$ cat src/sv/arp_pkg.sv
// Package: types, constants and codes shared by the ARP cache resolver.
package arp_pkg;

    localparam int unsigned DefEntries = 16;

    localparam logic [31:0] DefEntryLife   = 32'd120000;
    localparam logic [31:0] DefPendingLife = 32'd3000;
    localparam logic [31:0] DefRetry       = 32'd1000;

    localparam logic [31:0] IpAllOnes  = 32'hFFFF_FFFF;
    localparam logic [47:0] MacBcast   = 48'hFFFF_FFFF_FFFF;

    typedef enum logic [1:0] {
        KIND_FREE    = 2'd0,
        KIND_PENDING = 2'd1,
        KIND_VALID   = 2'd2
    } t_kind;

    typedef enum logic [2:0] {
        ST_REJECTED = 3'd0,
        ST_OWN      = 3'd1,
        ST_BCAST    = 3'd2,
        ST_HIT      = 3'd3,
        ST_MISS     = 3'd4,
        ST_LEARNED  = 3'd5,
        ST_REFUSED  = 3'd6
    } t_status;

    localparam logic [2:0] REG_OWN_IP       = 3'd0;
    localparam logic [2:0] REG_SUBNET_MASK  = 3'd1;
    localparam logic [2:0] REG_OWN_MAC      = 3'd2;
    localparam logic [2:0] REG_LINK_UP      = 3'd3;
    localparam logic [2:0] REG_ENTRY_LIFE   = 3'd4;
    localparam logic [2:0] REG_PENDING_LIFE = 3'd5;
    localparam logic [2:0] REG_RETRY        = 3'd6;

    localparam logic OP_LOOKUP = 1'b0;
    localparam logic OP_LEARN  = 1'b1;

    typedef struct packed {
        logic        op;
        logic [31:0] query_ip;
        logic [47:0] src_mac;
        logic        aimed_at_us;
        logic [31:0] time_ms;
    } t_req;

    typedef struct packed {
        logic [2:0]  status;
        logic [47:0] resolved_mac;
        logic        send_request;
    } t_resp;

    // one cache slot as stored in memory
    typedef struct packed {
        logic [31:0] addr;
        logic [47:0] hw;
        logic [31:0] learned;
        logic [31:0] asked;
    } t_slot;

endpackage

$ cat src/sv/arp_cache_resolver.sv
// Top level: ARP cache; one sweep over the slot memories expires, finds and picks slots.
//
// Usage:
//   Pulse i_start with i_req while o_busy is low; the transaction is taken on that edge.
//   The block then sweeps the slot memories once, one slot a cycle:
//     pass 1 reads each slot, expires it and writes its kind back, while tracking
//            the matching slot, the first free slot, the oldest pending slot
//            and the least recently learned slot;
//     then S_LAST checks the last slot, S_DEC decides, S_OUT writes the chosen slot.
//   The result appears on o_resp for exactly one cycle with o_valid high.
//   The strobe follows the sweep and the S_LAST and S_DEC states; the next
//   transaction can be accepted the cycle after o_valid, so the block takes
//   no new transaction while one is in flight. The sweep of the memory port
//   (one read per cycle) bounds the transaction rate.
//   The receiver cannot stall: the strobe lasts one cycle.
//   Configuration writes (i_cfg_we/i_cfg_idx/i_cfg_data) take effect at once
//   and are to be issued only while idle.
//   Reset (i_rst_n low, synchronous) starts a clearing pass that frees every
//   slot in the kind memory; o_busy stays high until that pass has freed the
//   last slot. The payload memory is not cleared, a free slot never lends
//   its contents to a result.
module arp_cache_resolver #(
    parameter int unsigned CACHE_ENTRIES = arp_pkg::DefEntries
) (
    input  logic           i_clk,
    input  logic           i_rst_n,
    input  logic           i_start,
    input  arp_pkg::t_req  i_req,
    output logic           o_busy,
    output logic           o_valid,
    output arp_pkg::t_resp o_resp,
    input  logic           i_cfg_we,
    input  logic [2:0]     i_cfg_idx,
    input  logic [47:0]    i_cfg_data
);
    import arp_pkg::*;

    localparam int unsigned IW = (CACHE_ENTRIES > 1) ? $clog2(CACHE_ENTRIES) : 1;
    localparam int unsigned CW = $clog2(CACHE_ENTRIES + 1);
    localparam logic [CW-1:0] LastIdx = CW'(CACHE_ENTRIES - 1);

    typedef enum logic [5:0] {
        S_IDLE  = 6'b000001,
        S_SWEEP = 6'b000010,
        S_LAST  = 6'b000100,
        S_DEC   = 6'b001000,
        S_OUT   = 6'b010000,
        S_CLR   = 6'b100000
    } t_state;

    // configuration
    logic [31:0] r_own_ip, r_mask, r_elife, r_plife, r_retry;
    logic [47:0] r_own_mac;
    logic        r_link;

    always_ff @(posedge i_clk) begin
        if (!i_rst_n) begin
            r_own_ip  <= '0;
            r_mask    <= '0;
            r_own_mac <= '0;
            r_link    <= 1'b0;
            r_elife   <= DefEntryLife;
            r_plife   <= DefPendingLife;
            r_retry   <= DefRetry;
        end else if (i_cfg_we) begin
            case (i_cfg_idx)
                REG_OWN_IP:       r_own_ip  <= i_cfg_data[31:0];
                REG_SUBNET_MASK:  r_mask    <= i_cfg_data[31:0];
                REG_OWN_MAC:      r_own_mac <= i_cfg_data;
                REG_LINK_UP:      r_link    <= i_cfg_data[0];
                REG_ENTRY_LIFE:   r_elife   <= i_cfg_data[31:0];
                REG_PENDING_LIFE: r_plife   <= i_cfg_data[31:0];
                REG_RETRY:        r_retry   <= i_cfg_data[31:0];
                default: ;
            endcase
        end
    end

    // slot payload memory and slot kind memory
    t_slot   mem [CACHE_ENTRIES];
    t_slot   r_rd;
    t_kind   kmem [CACHE_ENTRIES];
    t_kind   r_rk;

    t_state  r_state;
    t_req    r_req;
    logic [CW-1:0] r_ptr;      // address being read
    logic [IW-1:0] r_cidx;     // index of slot now in r_rd
    logic          r_cval;     // r_rd holds a slot to check

    // sweep trackers
    logic          r_fnd, r_fnd_valid;
    logic [IW-1:0] r_fnd_idx;
    logic [47:0]   r_fnd_hw;
    logic [31:0]   r_fnd_asked;
    logic          r_free;
    logic [IW-1:0] r_free_idx;
    logic          r_pend;
    logic [IW-1:0] r_pend_idx;
    logic [31:0]   r_pend_age;
    logic          r_any;
    logic [IW-1:0] r_old_idx;
    logic [31:0]   r_old_age;

    // decision
    logic          r_wr;
    logic [IW-1:0] r_widx;
    t_slot         r_wslot;
    t_kind         r_wkind;
    t_resp         r_resp;

    // checked slot after expiry
    t_kind  cur_kind;
    logic [31:0] age_l, age_a;
    always_comb begin
        age_l    = r_req.time_ms - r_rd.learned;
        age_a    = r_req.time_ms - r_rd.asked;
        cur_kind = r_rk;
        if (cur_kind == KIND_VALID && age_l >= r_elife) cur_kind = KIND_FREE;
        if (cur_kind == KIND_PENDING && age_a >= r_plife) cur_kind = KIND_FREE;
    end

    // decision logic
    logic         is_learn, guard_ok, bcast;
    logic         n_wr;
    logic [IW-1:0] n_widx;
    t_slot        n_wslot;
    t_kind        n_wkind;
    t_resp        n_resp;
    logic         have;
    logic [IW-1:0] pick;
    logic         ask;
    logic [31:0]  asked_v;
    always_comb begin
        is_learn = (r_req.op == OP_LEARN);
        guard_ok = (r_req.query_ip != '0) && !r_req.src_mac[40] &&
                   (r_req.src_mac != '0) &&
                   !((r_own_ip != '0) && (r_req.query_ip == r_own_ip)) &&
                   (r_req.src_mac != r_own_mac);
        bcast    = (r_req.query_ip == IpAllOnes) ||
                   ((r_mask != '0) && (r_req.query_ip == (r_own_ip | ~r_mask)));
        n_wr     = 1'b0;
        n_widx   = r_fnd_idx;
        n_wslot  = '0;
        n_wkind  = KIND_FREE;
        n_resp   = '0;
        ask      = 1'b0;
        asked_v  = '0;
        have     = 1'b1;
        pick     = r_free_idx;
        if (!r_free) begin
            if (r_pend) pick = r_pend_idx;
            else if (is_learn && !r_req.aimed_at_us) have = 1'b0;
            else pick = r_old_idx;
        end
        if (is_learn) begin
            n_resp.status = ST_REFUSED;
            if (guard_ok) begin
                n_resp.status = ST_LEARNED;
                n_wr          = 1'b1;
                n_wkind       = KIND_VALID;
                n_wslot.addr  = r_req.query_ip;
                n_wslot.hw    = r_req.src_mac;
                n_wslot.learned = r_req.time_ms;
                if (r_fnd) begin
                    n_wslot.asked = r_fnd_asked;
                end else if (have) begin
                    n_widx        = pick;
                    n_wslot.asked = r_req.time_ms;
                end else begin
                    n_wr          = 1'b0;
                    n_resp.status = ST_REFUSED;
                end
            end
        end else if (!r_link || r_req.query_ip == '0) begin
            n_resp.status = ST_REJECTED;
        end else if (r_req.query_ip == r_own_ip) begin
            n_resp.status       = ST_OWN;
            n_resp.resolved_mac = r_own_mac;
        end else if (bcast) begin
            n_resp.status       = ST_BCAST;
            n_resp.resolved_mac = MacBcast;
        end else if (r_fnd && r_fnd_valid) begin
            n_resp.status       = ST_HIT;
            n_resp.resolved_mac = r_fnd_hw;
        end else begin
            n_resp.status = ST_MISS;
            n_wkind       = KIND_PENDING;
            n_wslot.addr  = r_req.query_ip;
            n_wslot.learned = r_req.time_ms;
            // a pending hit keeps its learned time and hw (hw zero)
            if (r_fnd) begin
                asked_v = r_fnd_asked;
                n_wslot.learned = r_fnd_asked; // overwritten below
            end else begin
                asked_v = r_req.time_ms - r_retry;
                n_widx  = pick;
            end
            ask = ((r_req.time_ms - asked_v) >= r_retry);
            n_wslot.asked = ask ? r_req.time_ms : asked_v;
            n_wr = 1'b1;
            if (r_fnd) n_wr = ask;
            n_resp.send_request = ask && (r_own_ip != '0);
        end
    end

    // pending hit: keep stored learned time; record it during sweep
    logic [31:0] r_fnd_learned;
    t_slot wslot_fix;
    always_comb begin
        wslot_fix = n_wslot;
        if (!is_learn && r_fnd) wslot_fix.learned = r_fnd_learned;
    end

    always_ff @(posedge i_clk) begin
        if (!i_rst_n) begin
            r_state <= S_CLR;
            r_ptr   <= '0;
            r_cval  <= 1'b0;
            r_wr    <= 1'b0;
        end else begin
            r_wr <= 1'b0;
            case (r_state)
                S_CLR: begin
                    if (r_ptr == LastIdx) begin
                        r_ptr   <= '0;
                        r_state <= S_IDLE;
                    end else begin
                        r_ptr <= r_ptr + CW'(1);
                    end
                end
                S_IDLE: begin
                    r_cval <= 1'b0;
                    if (i_start) begin
                        r_req   <= i_req;
                        r_ptr   <= '0;
                        r_fnd   <= 1'b0;
                        r_free  <= 1'b0;
                        r_pend  <= 1'b0;
                        r_any   <= 1'b0;
                        r_state <= S_SWEEP;
                    end
                end
                S_SWEEP, S_LAST: begin
                    if (r_state == S_SWEEP) begin
                        r_cidx <= r_ptr[IW-1:0];
                        r_cval <= 1'b1;
                        if (r_ptr == LastIdx) r_state <= S_LAST;
                        else r_ptr <= r_ptr + CW'(1);
                    end else begin
                        r_cval  <= 1'b0;
                        r_state <= S_DEC;
                    end
                    if (r_cval) begin
                        if (cur_kind != KIND_FREE && r_rd.addr == r_req.query_ip &&
                            !r_fnd) begin
                            r_fnd         <= 1'b1;
                            r_fnd_idx     <= r_cidx;
                            r_fnd_valid   <= (cur_kind == KIND_VALID);
                            r_fnd_hw      <= r_rd.hw;
                            r_fnd_asked   <= r_rd.asked;
                            r_fnd_learned <= r_rd.learned;
                        end
                        if (cur_kind == KIND_FREE && !r_free) begin
                            r_free     <= 1'b1;
                            r_free_idx <= r_cidx;
                        end
                        if (cur_kind == KIND_PENDING && (!r_pend || age_a > r_pend_age)) begin
                            r_pend     <= 1'b1;
                            r_pend_idx <= r_cidx;
                            r_pend_age <= age_a;
                        end
                        if (!r_any || age_l > r_old_age) begin
                            r_any     <= 1'b1;
                            r_old_idx <= r_cidx;
                            r_old_age <= age_l;
                        end
                    end
                end
                S_DEC: begin
                    r_wr    <= n_wr;
                    r_widx  <= n_widx;
                    r_wslot <= wslot_fix;
                    r_wkind <= n_wkind;
                    r_resp  <= n_resp;
                    r_state <= S_OUT;
                end
                S_OUT: begin
                    r_state <= S_IDLE;
                end
                default: r_state <= S_IDLE;
            endcase
        end
    end

    // memory ports: one read per cycle; kind write-back during the sweep,
    // clearing after reset, slot write in the output cycle
    always_ff @(posedge i_clk) begin
        if (r_state == S_OUT && r_wr) begin
            mem[r_widx]  <= r_wslot;
            kmem[r_widx] <= r_wkind;
        end else if (r_state == S_CLR) begin
            kmem[r_ptr[IW-1:0]] <= KIND_FREE;
        end else if (r_cval) begin
            kmem[r_cidx] <= cur_kind;
        end
        r_rd <= mem[r_ptr[IW-1:0]];
        r_rk <= kmem[r_ptr[IW-1:0]];
    end

    assign o_busy  = (r_state != S_IDLE);
    assign o_valid = (r_state == S_OUT);
    assign o_resp  = r_resp;

endmodule

$ cat config.mk
export PLATFORM = sky130hd
export DESIGN_NAME = arp_cache_resolver
export DESIGN_NICKNAME = d
export VERILOG_FILES = /design/src/sv/arp_pkg.sv /design/src/sv/arp_cache_resolver.sv
export SDC_FILE = /design/constraint.sdc
export NUM_CORES = 2
export LEC_CHECK = 0
export BUFFER_PORTS_ARGS = -buffer_cell sky130_fd_sc_hd__buf_2
export CORE_ASPECT_RATIO = 1.75
export CORE_MARGIN = 2
export CORE_UTILIZATION = 25
export CTS_CLUSTER_SIZE = 14
export DETAILED_ROUTE_END_ITERATION = 10
export SKIP_CTS_REPAIR_TIMING = 1
export SYNTH_ARGS = -nofsm -noshare
export SYNTH_HDL_FRONTEND = slang
export SYNTH_SLANG_ARGS = --single-unit
$ cat constraint.sdc
create_clock -name i_clk -period 16.9 [get_ports i_clk]
set_input_delay 0.845 -clock i_clk [delete_from_list [all_inputs] [get_ports i_clk]]
set_output_delay 0.845 -clock i_clk [all_outputs]
set_load 0.01 [all_outputs]
# Word-level counts from Yosys, hierarchy flattened

Memory sizes are Yosys's and may differ from the RTL's. A register that Yosys moved wholly into a read port is not among the register bits.
Cells that the tools add are included.

Divide/modulo/power cells: 0
Mux-type cells: 103
Magnitude comparators: 5
Equal/unequal tests: 33
Multiply operators: 0
Reduce and logical (&&, ||, !) cells: 66
$add $sub $neg: 5
Bitwise logic cells: 2
Shift operators: 0

Operator list:

| cell                                        | number |
|---|---|
| 32-bit 2-to-1 mux                           | 16 |
| 64-bit 2-to-1 mux                           | 5 |
| 144-bit 2-to-1 mux                          | 1 |
| 32-bit subtractor                           | 4 |
| 51-bit 2-to-1 mux                           | 2 |
| 32-bit equality test                        | 3 |
| 32-bit >= comparator                        | 3 |
| 32-bit nonzero test                         | 3 |
| 32-bit greater-than comparator              | 2 |
| 4-bit 2-to-1 mux                            | 14 |
| 48-bit 2-to-1 mux                           | 1 |
| 48-bit inequality test                      | 1 |
| 48-bit nonzero test                         | 1 |
| 1-bit 2-to-1 mux                            | 37 |
| 32-bit equality test, second input constant | 1 |
| 32-bit logical NOT                          | 1 |
| 32-bit NOT                                  | 1 |
| 32-bit bitwise OR                           | 1 |
| 6-bit 2-to-1 mux                            | 4 |
| 6-bit one-hot mux with 4 select lines       | 1 |
| 5-bit 2-to-1 mux                            | 4 |
| 4-bit AND reduction                         | 5 |
| 5-bit AND reduction                         | 4 |
| 2-bit 2-to-1 mux                            | 9 |
| 30 further kinds                            | 90 |

Bits in latches: 0
Memory bits (read-only): 0
Flip-flop bits (word level): 739
Input bits: 169
Bits in writable memories: 2336
Memories: 2
Output and inout bits: 54

Memory list:

| memory | depth | width | read ports | clocked after memory_dff | wr ports | RTL line                 | text |
|---|---|---|---|---|---|---|---|
| mem    | 16    | 144   | 1          | 1                        | 1        | arp_cache_resolver.sv:80 | `t_slot mem [CACHE_ENTRIES];` |
| kmem   | 16    | 2     | 1          | 1                        | 1        | arp_cache_resolver.sv:82 | `t_kind kmem [CACHE_ENTRIES];` |

# Logic depth before layout (Yosys ltp)

Depth after elaboration: 18
Gate-level depth with buffers: 34
Mapped depth without buffers: 33

# Least setup slack after synthesis

Ideal clock, no wire load.

Path kind: reg-to-reg
From: register r_state[1]
To: memory mem[0][0] in the netlist's numbering (enable)
Buffers on the path: 0
Cell stages (with the launch flop): 6
Setup time: 0.824 ns
Setup slack: 5.122 ns
Data arrival time: 10.955 ns
Cell sequence: dfxtp_1 -> nor2_1 -> and4b_1 -> nand2_1 -> or3_1 -> nor3_1

Cells in the longest elaborated chain, start to end: 4

RTL lines:

| what                                           | RTL line                  | text |
|---|---|---|
| start, declared                                | arp_cache_resolver.sv:85  | `t_state r_state;` |
| start signal, assigned                         | arp_cache_resolver.sv:217 | `r_state <= S_CLR;` |
| start signal, assigned                         | arp_cache_resolver.sv:227 | `r_state <= S_IDLE;` |
| start signal, assigned                         | arp_cache_resolver.sv:241 | `r_state <= S_SWEEP;` |
| 6-bit by 5-bit equality test with 1-bit output | --                        |  |
| named net o_valid                              | arp_cache_resolver.sv:30  | `output logic o_valid,` |
| 1-bit logical AND                              | arp_cache_resolver.sv:299 | `if (r_state == S_OUT && r_wr) begin` |
| 1-bit 2-to-1 mux                               | arp_cache_resolver.sv:299 |  |
| 1-bit 2-to-1 mux (not written as such)         | arp_cache_resolver.sv:300 | `mem[r_widx] <= r_wslot;` |
| end, declared                                  | arp_cache_resolver.sv:80  |  |

The timed path passes the listed nets, and every way through them passes these cells.

==> impl_results.md <==
* Number of antenna violations at the first check in global routing at 21
* P_leak at around 46 nW
* Drt pass-1 iters at 6
* Largest net degree at the start of global routing at approximately 140
* Worst-path fanout max at 10
* Worst EP required at ~18000 ps
* Initial Utilization at 25.1%
* R2R cell count at 32
* Met2 usage at 26.5%
* Fill cells at about 51000
* Power per cell area at 117 nW/um^2
* TNS Setup at 0 ps
* Core Region at 515000 um^2
* Commonest cells after routing, fill and taps aside: 2853 x edfxtp_1, 715 x mux4_2, 518 x nand2_1, 374 x a21oi_1, 364 x dfxtp_1
* Crit path max-delay cell type: nor2b_1
* Leading cell type in the layout, fill and taps excluded: edfxtp_1
* Synthesized area at approximately 130000 um^2
* Hold slack at 97.4 ps
* Die width at 547 um
* Post-route ant nets at 0
* Status: complete, no violations
* CTS tree: done
* Final WL at 385 mm
* Pwr Total at 17.2 mW
* FP Rows at roughly 350
* All-Layer GR Usage at 14.4%
* Post-synth EDFFs at between 2000 and 3000
* Num CTS Buffers at 282
* Largest family of logic cells by synthesized area: multiplexers
* Unrepaired setup endpoints after global routing: no
* Grt peak-use layer: met2
* Setup CP Type: reg -> reg
* Via-to-Cell Ratio at 4.68
* Final setup violating endpoints at 0
* Worst hold path type: in -> reg
* Clk buf depth at 4
* Synthesized-area fraction occupied by adder cells at 2.85%
* H-tree depth at 5
* Crit path buf inv count at 1
* Layout overhead on the synthesized area at 14.4%
* Cell taking the most area after synthesis: edfxtp_1
* IO Count at 223
* Clk Tree Root Cell: clkbuf_16
* DR vias at about 69000
* Setup slack, reg-to-reg at 7860 ps
* Met3 Use GR at 1.87%
* RR Startpoint: r_req[1]
* Register area share after synthesis at 72.1%
* Mux cell area share after synthesis at 12.7%
* Met1 Use GR at 16.0%
* Crit path DAT at between 9000 and 10000 ps
* CP peak stage delay at 870 ps
* Hold Startpoint: i_req[28]
* Rel. slew slack at 20.2%
* Dpl ws at between 8000 and 9000 ps
* Global route total overflow at 0
* DRC Markers at 0
* Most area-consuming cells after synthesis: edfxtp_1 66%, mux4_2 12%, dfxtp_1 5.7%
* Startpoint types: register
* Final instance area at 148000 um^2
* Worst skew pair latency at 920 ps
* Synth top area share at 66.4%
* Hold EP: r_req[28]
* GP Congestion at 0.921
* Compound-Gate Fraction of Synth Area at 4.57%
* Reg2reg end: r_wslot[31]
* Worst Skew at 110 ps
* # port buffers at 222
* Fin. Hold Viols at 0
* Measured slew at the worst slew-check pin at 1190 ps
* CP Launch Point: r_req[1]
* Final nets at 8041
* Gate Count Post-Synth at 7236
* Time the worst path needs with I/O delays and setup at 9040 ps
* Post-Synth Simple-Gate Area at 4.46%
* Synth cell types at 76
* Share of post-route cells with drive strength above 1 at 19.1%
* #FFs+latches synth at 3221
* Clock sinks at 3221
* Die Ht at 954 um
* Die area at roughly 520000 um^2
* HPWL after DPL at approximately 240 mm
* Crit. End Element: register
* Max IR drop VDD at 0.132 mV
* Crit path max-delay family: compound AO/OA/AOI/OAI gates
* WHS Path Cells at 1
* Post-Synth XOR/XNOR Area at under 10%
* Post-Synthesis Net Count at 7696
* Dpl cell area at roughly 140000 um^2
* Number of synthesis warnings at 0
* WL/cell at roughly 26 um
* Fin crit share at 53.5%
* Vias in the first global route at around 71000
* Clk slew on worst S/H paths at 70 ps
* Post-Syn Area per Cell at 17.8 um^2
* Setup WS post-layout at 7860 ps
* Ys async rst share at 0%
* Max-slew violations at 0
* Max_cap viols at 0
* Fmax at around 110 MHz
* Global-route wire length before repair at 538 mm
* Iteration-0 DRC Markers at roughly 6700
* Main synth FF type: edfxtp_1
## cell usage after synthesis, drive strengths merged (30+ instances only)
| library cell | n |
|---|---|
| ha | 287 |
| buf | 55 |
| nand2 | 519 |
| o21ai | 108 |
| xnor2 | 166 |
| edfxtp | 2853 |
| nor2b | 89 |
| a21oi | 375 |
| nand2b | 33 |
| a22o | 33 |
| mux4 | 715 |
| a21o | 94 |
| nor2 | 235 |
| nand4 | 80 |
| and2 | 58 |
| nor3 | 82 |
| dfxtp | 368 |
| xor2 | 65 |
| mux2i | 30 |
| o211ai | 32 |
| inv | 268 |
| a211oi | 92 |
| nor4 | 54 |
| nand3 | 37 |
| clkbuf | 265 |
## logic make-up after synthesis
kind of cell	count (synthesis)
other cells	1
compound gates	921
mux	746
xor+xnor	231
simple gates	1237
flops	3221
fa+ha+maj	291
buf+inv	588
## how the worst max path moves through the flow
stage / cells past startpoint / slack (ps) / endpoint
after floorplan: 5 / 5120 / mem[0][0]
after global placement: 32 / 7920 / r_wslot[31]
after detailed placement: 32 / 8000 / r_wslot[31]
after CTS: 32 / 8040 / r_wslot[31]
after global routing: 32 / 7440 / r_wslot[31]
final: 32 / 7860 / r_wslot[31]
## metrics by stage
stage / cells / util [%]
2_1_floorplan: 7236 / -
3_3_place_gp: 14100 / 27.0
3_5_place_dp: 14100 / 27.0
4_1_cts: 14600 / 28.7
5_1_grt: 14600 / 28.7
6_report: 14600 / 28.7
## worst register-to-register path, delay by kind of cell, from the launching register on
| kind | cells | cell delay, ps |
|---|---|---|
| and+or+nand+nor | 9 | 2060 |
| DFF | 1 | 670 |
| AOI/OAI and AO/OA | 18 | 5030 |
| xor gates and xnor gates | 1 | 120 |
| adders and majority gates | 3 | 890 |
| buffers and inverters | 1 | 190 |
## power by group
part / total, mW / internal [mW] / leakage (nW) / switching (mW)
clock: 6.28 / 3.37 / 4.08 / 2.91
sequential: 8.81 / 8.69 / 28.7 / 0.116
combinational: 2.13 / 0.986 / 13.5 / 1.15
total: 17.2 / 13.0 / 46.3 / 4.17
## state kept, by name, summed over array words and instances (netlist names), 48 cells and up
register   count
r_wslot      144
o_resp        52
r_own_mac     48
r_rd         144
mem         2304
r_req        113
r_fnd_hw      48
## layer usage
layer,routed length [um],vias to the layer above
met5,95,-
met1,140000,36300
met2,204000,2380
met4,21500,16
met3,19800,706
li1,-,29300
## final cells by class
cell class              instances  area, um^2  share of cell area [%]
diodes                         12        30.0                  0.0203
clock buffers                 461        8060                    5.46
clock inverters                35         443                   0.300
inverters                     268        1010                   0.685
multi-input cells            3427       34000                    23.0
flip-flops and latches       3221       93100                    63.0
well taps                    6844        8560                    5.80
repair buffers                381        2450                    1.66
Power figures use the tool's default switching activity.
